--- src/design/tws_pkg.sv ---
// Package for the timing wheel scheduler: field widths, codes, FSM states,
// and the command/status structs between controller and datapath.
// No dependencies.
`timescale 1ns / 1ps

package tws_pkg;

  localparam int SLOTS_DEF   = 32;
  localparam int ENTRIES_DEF = 32;
  localparam int MAX_FIRE    = 32;
  localparam int FIRE_CNT_W  = $clog2(MAX_FIRE + 1);

  localparam int DELAY_W  = 6;
  localparam int HID_W    = 8;
  localparam int STATUS_W = 2;
  localparam int DELAY_N  = 2 ** DELAY_W;
  localparam int INFO_W   = DELAY_W + HID_W;

  localparam int IN_TDATA_W  = 16;
  localparam int OUT_TDATA_W = 16;

  typedef enum logic {
    OP_REG  = 1'b0,
    OP_TICK = 1'b1
  } op_t;

  typedef enum logic [STATUS_W-1:0] {
    STAT_OK   = 2'd0,
    STAT_WIDE = 2'd1,
    STAT_FULL = 2'd2
  } status_t;

  typedef enum logic [1:0] {
    HS_REG,
    HS_CUR,
    HS_REFILE
  } head_src_t;

  typedef enum logic [1:0] {
    HW_FREE,
    HW_ENTRY,
    HW_NIL
  } head_wsrc_t;

  typedef enum logic [1:0] {
    NA_FREE,
    NA_ENTRY,
    NA_TAIL
  } nxt_addr_t;

  typedef enum logic [1:0] {
    OK_REG,
    OK_FULL,
    OK_FIRE,
    OK_EMPTY
  } out_kind_t;

  typedef enum logic [3:0] {
    ST_IDLE,
    ST_REG_RD,
    ST_REG_WR,
    ST_REG_OUT,
    ST_FULL_OUT,
    ST_TK_HEAD,
    ST_TK_LOAD,
    ST_TK_RD,
    ST_TK_FIRE,
    ST_TK_REFILE,
    ST_TK_EMPTY,
    ST_LO_RD,
    ST_LO_CHK,
    ST_LO_LINK,
    ST_TK_ADV
  } state_t;

  typedef struct packed {
    logic       capture;
    logic       head_rd;
    head_src_t  head_src;
    logic       head_wr;
    head_wsrc_t head_wsrc;
    logic       next_rd;
    logic       next_wr;
    nxt_addr_t  next_asrc;
    logic       next_wfree;
    logic       info_rd;
    logic       info_wr;
    logic       pop_free;
    logic       push_free;
    logic       walk_start;
    logic       walk_step;
    logic       tail_load;
    logic       tail_step;
    logic       adv_slot;
    logic       out_load;
    out_kind_t  out_kind;
  } tws_cmd_t;

  typedef struct packed {
    op_t  in_op;
    logic pool_empty;
    logic e_nil;
    logic n_zero;
    logic n_max;
    logic nx_nil;
    logic periodic;
    logic out_ok;
  } tws_sts_t;

endpackage

--- src/design/tws_ctrl.sv ---
// Sequencer for the timing wheel: walks register and tick operations
// step by step and drives datapath commands. Depends on tws_pkg.
`timescale 1ns / 1ps

module tws_ctrl (
  input  logic              clk,
  input  logic              rst_n,
  input  logic              in_tvalid,
  output logic              in_tready,
  input  tws_pkg::tws_sts_t sts,
  output tws_pkg::tws_cmd_t cmd
);
  import tws_pkg::*;

  state_t state_r, state_nxt;

  always_ff @(posedge clk) begin
    if (!rst_n) begin
      state_r <= ST_IDLE;
    end else begin
      state_r <= state_nxt;
    end
  end

  assign in_tready = (state_r == ST_IDLE);

  always_comb begin
    state_nxt = state_r;
    case (state_r)
      ST_IDLE: begin
        if (in_tvalid) begin
          state_nxt = (sts.in_op == OP_TICK) ? ST_TK_HEAD : ST_REG_RD;
        end
      end
      ST_REG_RD:    state_nxt = sts.pool_empty ? ST_FULL_OUT : ST_REG_WR;
      ST_REG_WR:    state_nxt = ST_REG_OUT;
      ST_REG_OUT:   if (sts.out_ok) state_nxt = ST_IDLE;
      ST_FULL_OUT:  if (sts.out_ok) state_nxt = ST_IDLE;
      ST_TK_HEAD:   state_nxt = ST_TK_LOAD;
      ST_TK_LOAD:   state_nxt = ST_TK_RD;
      ST_TK_RD: begin
        if (sts.e_nil) begin
          state_nxt = sts.n_zero ? ST_TK_EMPTY : ST_TK_ADV;
        end else if (sts.n_max) begin
          state_nxt = ST_LO_RD;
        end else begin
          state_nxt = ST_TK_FIRE;
        end
      end
      ST_TK_FIRE: begin
        if (sts.out_ok) begin
          state_nxt = sts.periodic ? ST_TK_REFILE : ST_TK_RD;
        end
      end
      ST_TK_REFILE: state_nxt = ST_TK_RD;
      ST_TK_EMPTY:  if (sts.out_ok) state_nxt = ST_TK_ADV;
      ST_LO_RD:     state_nxt = ST_LO_CHK;
      ST_LO_CHK:    state_nxt = sts.nx_nil ? ST_LO_LINK : ST_LO_RD;
      ST_LO_LINK:   state_nxt = ST_TK_ADV;
      ST_TK_ADV:    state_nxt = ST_IDLE;
      default:      state_nxt = ST_IDLE;
    endcase
  end

  always_comb begin
    cmd = '0;
    case (state_r)
      ST_IDLE: begin
        cmd.capture = in_tvalid;
      end
      ST_REG_RD: begin
        if (!sts.pool_empty) begin
          cmd.head_rd   = 1'b1;
          cmd.head_src  = HS_REG;
          cmd.next_rd   = 1'b1;
          cmd.next_asrc = NA_FREE;
        end
      end
      ST_REG_WR: begin
        cmd.head_wr   = 1'b1;
        cmd.head_wsrc = HW_FREE;
        cmd.next_wr   = 1'b1;
        cmd.next_asrc = NA_FREE;
        cmd.info_wr   = 1'b1;
        cmd.pop_free  = 1'b1;
      end
      ST_REG_OUT: begin
        cmd.out_load = sts.out_ok;
        cmd.out_kind = OK_REG;
      end
      ST_FULL_OUT: begin
        cmd.out_load = sts.out_ok;
        cmd.out_kind = OK_FULL;
      end
      ST_TK_HEAD: begin
        cmd.head_rd  = 1'b1;
        cmd.head_src = HS_CUR;
      end
      ST_TK_LOAD: begin
        cmd.walk_start = 1'b1;
        cmd.head_wr    = 1'b1;
        cmd.head_wsrc  = HW_NIL;
      end
      ST_TK_RD: begin
        if (!sts.e_nil) begin
          if (sts.n_max) begin
            cmd.tail_load = 1'b1;
          end else begin
            cmd.next_rd   = 1'b1;
            cmd.next_asrc = NA_ENTRY;
            cmd.info_rd   = 1'b1;
          end
        end
      end
      ST_TK_FIRE: begin
        if (sts.out_ok) begin
          cmd.out_load = 1'b1;
          cmd.out_kind = OK_FIRE;
          if (sts.periodic) begin
            cmd.head_rd  = 1'b1;
            cmd.head_src = HS_REFILE;
          end else begin
            cmd.next_wr    = 1'b1;
            cmd.next_asrc  = NA_ENTRY;
            cmd.next_wfree = 1'b1;
            cmd.push_free  = 1'b1;
            cmd.walk_step  = 1'b1;
          end
        end
      end
      ST_TK_REFILE: begin
        cmd.head_wr   = 1'b1;
        cmd.head_wsrc = HW_ENTRY;
        cmd.next_wr   = 1'b1;
        cmd.next_asrc = NA_ENTRY;
        cmd.walk_step = 1'b1;
      end
      ST_TK_EMPTY: begin
        cmd.out_load = sts.out_ok;
        cmd.out_kind = OK_EMPTY;
      end
      ST_LO_RD: begin
        cmd.next_rd   = 1'b1;
        cmd.next_asrc = NA_TAIL;
      end
      ST_LO_CHK: begin
        if (sts.nx_nil) begin
          cmd.head_rd  = 1'b1;
          cmd.head_src = HS_CUR;
        end else begin
          cmd.tail_step = 1'b1;
        end
      end
      ST_LO_LINK: begin
        cmd.next_wr   = 1'b1;
        cmd.next_asrc = NA_TAIL;
        cmd.head_wr   = 1'b1;
        cmd.head_wsrc = HW_ENTRY;
      end
      ST_TK_ADV: begin
        cmd.adv_slot = 1'b1;
      end
      default: begin
        cmd = '0;
      end
    endcase
  end

endmodule

--- src/design/tws_dp.sv ---
// Datapath of the timing wheel: slot head memory, entry link and info
// memories, free pool head, walk registers and result register. Depends on tws_pkg.
`timescale 1ns / 1ps

module tws_dp #(
  parameter int SLOTS   = tws_pkg::SLOTS_DEF,
  parameter int ENTRIES = tws_pkg::ENTRIES_DEF
) (
  input  logic                               clk,
  input  logic                               rst_n,
  input  logic                               in_tuser,
  input  logic [tws_pkg::IN_TDATA_W-1:0]     in_tdata,
  output logic                               out_tvalid,
  input  logic                               out_tready,
  output logic [tws_pkg::OUT_TDATA_W-1:0]    out_tdata,
  output logic                               out_tuser,
  output logic                               out_tlast,
  input  tws_pkg::tws_cmd_t                  cmd,
  output tws_pkg::tws_sts_t                  sts
);
  import tws_pkg::*;

  localparam int SW = $clog2(SLOTS);
  localparam int EW = $clog2(ENTRIES + 1);
  localparam int IW = (ENTRIES > 1) ? $clog2(ENTRIES) : 1;
  localparam logic [EW-1:0] NIL = EW'(ENTRIES);

  // operation latched from the accepted transfer
  logic [DELAY_W-1:0] delay_r;
  logic               per_r;
  logic [HID_W-1:0]   hid_r;

  logic [SW-1:0] cur_r;
  logic [SW-1:0] slot_r;
  logic [EW-1:0] free_head_r;
  logic [EW-1:0] e_r;
  logic [EW-1:0] t_r;
  logic [FIRE_CNT_W-1:0] n_r;

  // slot heads: valid bit per slot, unwritten slot reads as empty
  logic [EW-1:0]    head_mem [SLOTS];
  logic [SLOTS-1:0] head_vld_r;
  logic [EW-1:0]    head_rd_r;
  logic             head_rdv_r;
  logic [EW-1:0]    head_val;

  // entry links: valid bit per entry, unwritten entry reads as i+1
  logic [EW-1:0]      next_mem [ENTRIES];
  logic [ENTRIES-1:0] next_vld_r;
  logic [EW-1:0]      next_rd_r;

  logic [INFO_W-1:0] info_mem [ENTRIES];
  logic [INFO_W-1:0] info_rd_r;
  logic [DELAY_W-1:0] rd_period;
  logic [HID_W-1:0]   rd_hid;

  logic              out_vld_r;
  status_t           out_status_r;
  logic              out_fired_r;
  logic [HID_W-1:0]  out_id_r;
  logic              out_last_r;

  logic [SW-1:0] dmod [DELAY_N];
  logic [SW:0]   reg_sum, ref_sum;
  logic [SW-1:0] reg_slot, ref_slot, head_ra;
  logic [EW-1:0] head_wd, next_a, next_wd;
  logic          fire_last;

  for (genvar g = 0; g < DELAY_N; g++) begin : g_dmod
    assign dmod[g] = SW'(g % SLOTS);
  end

  // both addends below SLOTS, so one conditional subtract wraps the sum
  assign reg_sum  = {1'b0, cur_r} + {1'b0, dmod[delay_r]};
  assign ref_sum  = {1'b0, cur_r} + {1'b0, dmod[rd_period]};
  assign reg_slot = (reg_sum >= (SW+1)'(SLOTS)) ? SW'(reg_sum - (SW+1)'(SLOTS)) : SW'(reg_sum);
  assign ref_slot = (ref_sum >= (SW+1)'(SLOTS)) ? SW'(ref_sum - (SW+1)'(SLOTS)) : SW'(ref_sum);

  assign head_val  = head_rdv_r ? head_rd_r : NIL;
  assign rd_period = info_rd_r[INFO_W-1:HID_W];
  assign rd_hid    = info_rd_r[HID_W-1:0];

  always_comb begin
    case (cmd.head_src)
      HS_REG:    head_ra = reg_slot;
      HS_CUR:    head_ra = cur_r;
      HS_REFILE: head_ra = ref_slot;
      default:   head_ra = cur_r;
    endcase
  end

  always_comb begin
    case (cmd.head_wsrc)
      HW_FREE:  head_wd = free_head_r;
      HW_ENTRY: head_wd = e_r;
      HW_NIL:   head_wd = NIL;
      default:  head_wd = NIL;
    endcase
  end

  always_comb begin
    case (cmd.next_asrc)
      NA_FREE:  next_a = free_head_r;
      NA_ENTRY: next_a = e_r;
      NA_TAIL:  next_a = t_r;
      default:  next_a = e_r;
    endcase
  end

  assign next_wd = cmd.next_wfree ? free_head_r : head_val;

  // slot head memory
  always_ff @(posedge clk) begin
    if (cmd.head_wr) begin
      head_mem[slot_r] <= head_wd;
    end
    if (cmd.head_rd) begin
      head_rd_r  <= head_mem[head_ra];
      head_rdv_r <= head_vld_r[head_ra];
    end
  end

  always_ff @(posedge clk) begin
    if (!rst_n) begin
      head_vld_r <= '0;
    end else if (cmd.head_wr) begin
      head_vld_r[slot_r] <= 1'b1;
    end
  end

  // entry link memory
  always_ff @(posedge clk) begin
    if (cmd.next_wr) begin
      next_mem[next_a[IW-1:0]] <= next_wd;
    end
    if (cmd.next_rd) begin
      next_rd_r <= next_vld_r[next_a[IW-1:0]] ? next_mem[next_a[IW-1:0]] : next_a + EW'(1);
    end
  end

  always_ff @(posedge clk) begin
    if (!rst_n) begin
      next_vld_r <= '0;
    end else if (cmd.next_wr) begin
      next_vld_r[next_a[IW-1:0]] <= 1'b1;
    end
  end

  // entry period and handler, written when an entry leaves the pool
  always_ff @(posedge clk) begin
    if (cmd.info_wr) begin
      info_mem[free_head_r[IW-1:0]] <= {per_r ? delay_r : DELAY_W'(0), hid_r};
    end
    if (cmd.info_rd) begin
      info_rd_r <= info_mem[e_r[IW-1:0]];
    end
  end

  always_ff @(posedge clk) begin
    if (cmd.capture) begin
      delay_r <= in_tdata[DELAY_W-1:0];
      per_r   <= in_tdata[DELAY_W];
      hid_r   <= in_tdata[DELAY_W+HID_W:DELAY_W+1];
    end
    if (cmd.head_rd) begin
      slot_r <= head_ra;
    end
    if (cmd.walk_start) begin
      e_r <= head_val;
    end else if (cmd.walk_step) begin
      e_r <= next_rd_r;
    end
    if (cmd.tail_load) begin
      t_r <= e_r;
    end else if (cmd.tail_step) begin
      t_r <= next_rd_r;
    end
  end

  always_ff @(posedge clk) begin
    if (!rst_n) begin
      cur_r       <= '0;
      free_head_r <= '0;
      n_r         <= '0;
    end else begin
      if (cmd.adv_slot) begin
        cur_r <= (cur_r == SW'(SLOTS - 1)) ? '0 : cur_r + SW'(1);
      end
      if (cmd.pop_free) begin
        free_head_r <= next_rd_r;
      end else if (cmd.push_free) begin
        free_head_r <= e_r;
      end
      if (cmd.walk_start) begin
        n_r <= '0;
      end else if (cmd.walk_step) begin
        n_r <= n_r + FIRE_CNT_W'(1);
      end
    end
  end

  assign fire_last = (next_rd_r == NIL) || (n_r == FIRE_CNT_W'(MAX_FIRE - 1));

  // result register
  always_ff @(posedge clk) begin
    if (!rst_n) begin
      out_vld_r <= 1'b0;
    end else if (cmd.out_load) begin
      out_vld_r <= 1'b1;
    end else if (out_tready) begin
      out_vld_r <= 1'b0;
    end
  end

  always_ff @(posedge clk) begin
    if (cmd.out_load) begin
      case (cmd.out_kind)
        OK_REG: begin
          out_status_r <= (32'(delay_r) > 32'(SLOTS)) ? STAT_WIDE : STAT_OK;
          out_fired_r  <= 1'b0;
          out_id_r     <= '0;
          out_last_r   <= 1'b1;
        end
        OK_FULL: begin
          out_status_r <= STAT_FULL;
          out_fired_r  <= 1'b0;
          out_id_r     <= '0;
          out_last_r   <= 1'b1;
        end
        OK_FIRE: begin
          out_status_r <= STAT_OK;
          out_fired_r  <= 1'b1;
          out_id_r     <= rd_hid;
          out_last_r   <= fire_last;
        end
        default: begin
          out_status_r <= STAT_OK;
          out_fired_r  <= 1'b0;
          out_id_r     <= '0;
          out_last_r   <= 1'b1;
        end
      endcase
    end
  end

  assign out_tvalid = out_vld_r;
  assign out_tuser  = out_fired_r;
  assign out_tlast  = out_last_r;
  assign out_tdata  = {{(OUT_TDATA_W - STATUS_W - HID_W){1'b0}}, out_id_r, out_status_r};

  assign sts.in_op      = op_t'(in_tuser);
  assign sts.pool_empty = (free_head_r == NIL);
  assign sts.e_nil      = (e_r == NIL);
  assign sts.n_zero     = (n_r == '0);
  assign sts.n_max      = (n_r == FIRE_CNT_W'(MAX_FIRE));
  assign sts.nx_nil     = (next_rd_r == NIL);
  assign sts.periodic   = (rd_period != '0);
  assign sts.out_ok     = !out_vld_r || out_tready;

  a_out_free: assert property (@(posedge clk) disable iff (!rst_n)
    cmd.out_load |-> (!out_vld_r || out_tready))
    else $error("result loaded over a held result");

  a_fire_bound: assert property (@(posedge clk) disable iff (!rst_n)
    cmd.walk_step |-> (n_r < FIRE_CNT_W'(MAX_FIRE)))
    else $error("tick fired past its limit");

  a_pop_nonempty: assert property (@(posedge clk) disable iff (!rst_n)
    cmd.pop_free |-> (free_head_r != NIL))
    else $error("entry taken from empty pool");

  a_slot_adv: assert property (@(posedge clk) disable iff (!rst_n)
    cmd.adv_slot |=> (cur_r != $past(cur_r)))
    else $error("current slot did not advance");

endmodule

--- src/design/timing_wheel_scheduler.sv ---
// Timing wheel scheduler top level. A register transfer yields one result; a tick
// yields one result per entry fired, or a single result for an empty slot. A slot
// holding more than MAX_FIRE entries fires MAX_FIRE of them and relinks the
// leftover entries. Sink stalls hold the sequence at each result.
// Synchronous active-low reset; valid bits stand in for a clearing pass.
`timescale 1ns / 1ps

module timing_wheel_scheduler #(
  parameter int SLOTS   = tws_pkg::SLOTS_DEF,   // 2..256
  parameter int ENTRIES = tws_pkg::ENTRIES_DEF  // 1..64
) (
  input  logic                            clk,
  input  logic                            rst_n,
  // input stream
  input  logic                            in_tvalid,
  output logic                            in_tready,
  input  logic [tws_pkg::IN_TDATA_W-1:0]  in_tdata,   // delay_ticks[5:0], periodic[6],
                                                      // handler_id[14:7], zero[15]
  input  logic                            in_tuser,   // operation
  // result stream
  output logic                            out_tvalid,
  input  logic                            out_tready,
  output logic [tws_pkg::OUT_TDATA_W-1:0] out_tdata,  // status[1:0], fired_id[9:2],
                                                      // zero[15:10]
  output logic                            out_tuser,  // fired
  output logic                            out_tlast   // last
);
  import tws_pkg::*;

  // One item is in flight at a time. The controller accepts a transfer only
  // in its idle state; the result register lets the last result of an item
  // wait for the sink while the next item is accepted.
  //
  // Storage:
  //   slot heads   SLOTS entries, valid bit per slot (empty until written)
  //   entry links  ENTRIES entries, valid bit per entry (free chain at reset)
  //   entry info   period and handler, written when an entry is allocated
  //
  // Tick: detach current slot list, fire newest first up to MAX_FIRE, refile periodic
  // entries at now + period, return one-shots to the pool head, then advance.

  tws_cmd_t cmd;
  tws_sts_t sts;

  tws_ctrl u_ctrl (
    .clk       (clk),
    .rst_n     (rst_n),
    .in_tvalid (in_tvalid),
    .in_tready (in_tready),
    .sts       (sts),
    .cmd       (cmd)
  );

  tws_dp #(
    .SLOTS   (SLOTS),
    .ENTRIES (ENTRIES)
  ) u_dp (
    .clk        (clk),
    .rst_n      (rst_n),
    .in_tuser   (in_tuser),
    .in_tdata   (in_tdata),
    .out_tvalid (out_tvalid),
    .out_tready (out_tready),
    .out_tdata  (out_tdata),
    .out_tuser  (out_tuser),
    .out_tlast  (out_tlast),
    .cmd        (cmd),
    .sts        (sts)
  );

endmodule

--- config.mk ---
export PLATFORM = sky130hd
export DESIGN_NAME = timing_wheel_scheduler
export DESIGN_NICKNAME = d
export VERILOG_FILES = /design/src/design/tws_pkg.sv /design/src/design/tws_ctrl.sv /design/src/design/tws_dp.sv /design/src/design/timing_wheel_scheduler.sv
export SDC_FILE = /design/constraint.sdc
export NUM_CORES = 1
export LEC_CHECK = 0
export ABC_AREA = 1
export ABC_CLOCK_PERIOD_IN_PS = 4100
export BUFFER_PORTS_ARGS = -buffer_cell sky130_fd_sc_hd__buf_2
export CAP_MARGIN = 30
export CORE_MARGIN = 4
export CORE_UTILIZATION = 51
export DETAILED_ROUTE_END_ITERATION = 8
export GPL_TIMING_DRIVEN = 0
export PLACE_DENSITY = 0.72
export SLEW_MARGIN = 20
export SYNTH_ARGS = -nofsm -noshare
export SYNTH_HDL_FRONTEND = slang
export SYNTH_SLANG_ARGS = --single-unit
--- constraint.sdc ---
create_clock -name clk -period 4.1 [get_ports clk]
set_input_delay 0 -clock clk [delete_from_list [all_inputs] [get_ports clk]]
set_output_delay 0 -clock clk [all_outputs]
set_load 0.1 [all_outputs]
==> key figures <==
Yosys
  – Seq/Total Area, Yosys: between 70% and 80%
  – Flops & latches, synth: 989
  – Top post-synthesis cells by area: edfxtp_1, nor2_1, nand2_1
  – Async set-or-reset flop fraction in the synthesized netlist: 0%
  – Post-synth EDFFs: 903
  – Mean Syn Cell Area: 11.53 um^2
  – Most area-hungry cell type in the Yosys netlist: edfxtp_1
  – Synth warn: 0
  – Post-Syn Area: 41100 um^2
  – Post-synth cell types: 54
  – Post-synth top flop: edfxtp_1
  – Cells after Synth: 3564
  – Share of the synthesized area in the top cell type: 65.98%

Floorplan
  – DIE WIDTH: around 290 um
  – Full die area: between 80000 and 90000 um^2
  – Core area: between 70000 and 80000 um^2
  – Die height: 291.9 um
  – Initial Utilization: approximately half
  – # rows: 103
  – IO Pins: approximately 40

Timing
  – Setup slack after layout: -0.1015 ns
  – Min Tclk post-route: between 4 and 5 ns
  – Final Max Slew Viols: 0
  – Final setup fails: 24
  – Relative slew slack: between 30% and 40%
  – Clk_skew: between 0.02 and 0.03 ns
  – Hold Vio Cnt, Final: 0
  – Tcrit/Tclk final: 102.5%
  – RSZ-0062 raised after global routing: yes
  – Max Clk Rate: between 200 and 250 MHz
  – Fin Setup TNS: -1.341 ns
  – Slew @ Worst Pin: about 0.96 ns

Pwr
  – Internal power: approximately 19 mW
  – Reg power frac: a little under half
  – Cell leakage power: approximately 17 nW
  – Pwr per Cell Area: 578.6 nW/um^2
  – Combinational Power Share: between 20% and 30%
  – Clock power frac: roughly 32%
  – Sw Ratio: around a third
  – Maximum VDD drop: 0.4902 mV
  – Pwr Total: 27.25 mW
  – NetSw: roughly 8.7 mW

CTS
  – Worst-path clk slew: approximately 0.06 ns
  – H-tree depth: 3
  – Clk buf depth: 3
  – Post-CTS setup buffers: 0
  – Clock Tree Root: clkbuf_16
  – Skew-Pair Late Insertion Delay: 0.67 ns
  – Cts bufs inserted: 100
  – TritonCTS clock tree: done
  – TritonCTS Sinks: between 900 and 1000

Route
  – Antenna Nets Post-Route: 0
  – DRT Wirelength: between 100 and 150 mm
  – Vias: 29710
  – DR iter-0 viols: between 4000 and 5000
  – Via density: 6.063
  – Routed wire per std cell: ~25 um
  – # DRC: 0
  – Initial DRT Pass Iterations: 7

Setup path
  – Req. time, crit path: roughly 4.4 ns
  – Worst EP arrival: ~4.5 ns
  – Largest driver fanout on the critical path: 11
  – Largest stage delay, worst path: roughly 0.61 ns
  – Crit-path slowest cell: edfxtp_1
  – Nature of the critical path startpoint: flip-flop
  – CP top delay family: simple AND/OR/NAND/NOR gates
  – Setup Crit Path Kind: reg2reg
  – Worst Path Buf+Inv: 5
  – Cell chain of the critical path: nor2_2 -> nand3_1 -> nand3_4 -> nand3_2 -> nand2_1 -> nand3_2 -> inv_2 -> buf_4 -> buf_4 -> ha_1 -> inv_1 -> nor2_1 -> inv_1 -> nor2_2
  – Crit path capture type: flip-flop

Placement
  – Routability Congestion: about 1
  – Placed cells: 4696
  – Number of port buffers: 33
  – Placed Area: between 40000 and 50000 um^2
  – Worst slack at placement: -0.2465 ns
  – Detail Placement HPWL: between 80 and 90 mm

Global routing
  – First-pass GRT wire length: 177.6 mm
  – Met1 Resource Use GR: approximately two fifths
  – Largest net degree at the start of global routing: 33
  – Met3 usage: 6.123%
  – Busiest layer in global routing: met2
  – GR Util All Layers: 27.70%
  – GRT Residual Overflow: 0
  – Initial antenna violation count: 2
  – M2 GR Usage: a little over two fifths
  – Vias in the first global route: between 20000 and 30000

Finish
  – Final Cell Area: approximately 47000 um^2
  – Area delta synth->final: 14.60%
  – Final std cells w/o fill: between 4000 and 5000
  – Nets@finish: approximately 3800
  – Share of cells above drive strength 1: between 10% and 20%
  – Antenna cells: 0

Run status
  – Status: finished, violations left
  – Failing checks: setup timing

Job
  – Max-cap violations: 0

Worst hold path
  – Worst hold path type: in2reg
## synthesized netlist by cell type (all sizes together), types with 54 or more instances
library cell    n
o221ai         54
o21ai         408
clkbuf        130
nor2          574
nand2         493
inv           297
dfxtp          86
nand4          71
nand3         152
o22ai          77
edfxtp        903
buf            73
## layout by cell type (no fill, tap or decap), types with 23 or more instances in the layout
cell and instances:
a21oi_1 42, buf_2 73, buf_4 25, clkbuf_1 129, clkbuf_16 100, clkinv_1 23, clkinv_2 24, dfxtp_1 86
edfxtp_1 903, inv_1 281, nand2_1 485, nand3_1 143, nand4_1 71, nor2_1 490, nor2_2 65, nor3_1 23
o211ai_1 41, o21ai_0 346, o21ai_1 53, o21bai_1 30, o221ai_1 54, o22ai_1 72
## metrics by stage
stage               util (%)  hold slack, ns
finish                 59.33         0.04872
global route           59.33         0.04956
CTS                    59.15         0.02311
detailed placement     54.90          0.1781
global placement       53.65          0.1773
floorplan                  -         0.09887
## routing by layer
| layer | wire [um] | up-vias |
|---|---|---|
| met2 | 54480 | 1930 |
| met5 | 0 | - |
| met4 | 4333 | 0 |
| met3 | 14750 | 290 |
| met1 | 47400 | 14430 |
| li1 | - | 13070 |
## registers in the layout (all words and copies together), names as in the netlist, 2 cells and up
| name | count |
|---|---|
| u_dp.hid_r | 8 |
| u_dp.out_status_r | 2 |
| u_dp.head_rd_r | 6 |
| u_dp.slot_r | 5 |
| u_dp.info_rd_r | 14 |
| u_dp.info_mem | 448 |
| u_dp.n_r | 6 |
| u_dp.cur_r | 5 |
| u_dp.next_mem | 192 |
| u_dp.out_id_r | 8 |
| u_ctrl.state_r | 4 |
| u_dp.next_rd_r | 6 |
| u_dp.e_r | 6 |
| u_dp.free_head_r | 6 |
| u_dp.t_r | 6 |
| u_dp.delay_r | 6 |
| u_dp.head_vld_r | 32 |
| u_dp.head_mem | 192 |
| u_dp.next_vld_r | 32 |
## power groups by stage
stage	registers, mW	logic, mW	clock network (mW)
after floorplan	12.7	3.07	0
after global placement	12.8	5.17	0
after detailed placement	12.6	5.86	0
after CTS	12.4	5.92	8.78
after global routing	12.4	6.46	9.24
final	12.4	6.11	8.77
## cell type report
cell class	instances	area [um^2]
Timing Repair Buffer	99	1164
Fill cell	6394	32290
Tap cell	1050	1314
Clock inverter	65	524.3
Inverter	300	1131
Multi-Input combinational cell	2077	10580
Buffer	203	944.7
Clock buffer	118	2600
Sequential cell	989	28840
## cells by family (layout without fill, tap and decap cells)
family          count (synthesis)  in the layout  synth area share (%)
simple gates                 1324           1324                 13.64
flops                         989            989                 70.17
mux                             3              3               0.08220
compound gates                725            725                 10.55
fa+ha+maj                      13             13                0.4140
buf+inv                       503            785                 4.993
xor+xnor                        6              6                0.1461
other cells                     1              6              0.009125
## timing repair
| item | 4_1_cts | 5_1_grt |
|---|---|---|
| cloned | 0 | 0 |
| endpoints found under the hold margin | 41 | 0 |
| setup endpoints to repair | 106 | 230 |
| hold buffers | 19 | 0 |
| resized for setup | 23 | 46 |
## final timing paths
kind                                                  startpoint  slack [ns]                          endpoint  cells after the start
worst min-delay path                                 in_tdata[4]        0.05         u_dp.delay_r[4]$_DFFE_PP_                      2
worst min register to register  u_dp.head_vld_r[30]$_SDFFE_PN0N_        0.46  u_dp.head_vld_r[30]$_SDFFE_PN0N_                      2
worst max register to register             u_dp.e_r[2]$_DFFE_PP_       -0.10     u_dp.next_mem[3][2]$_DFFE_PP_                     14
worst max-delay path                       u_dp.e_r[2]$_DFFE_PP_       -0.10     u_dp.next_mem[3][2]$_DFFE_PP_                     14
(Power assumes the default switching activity.)
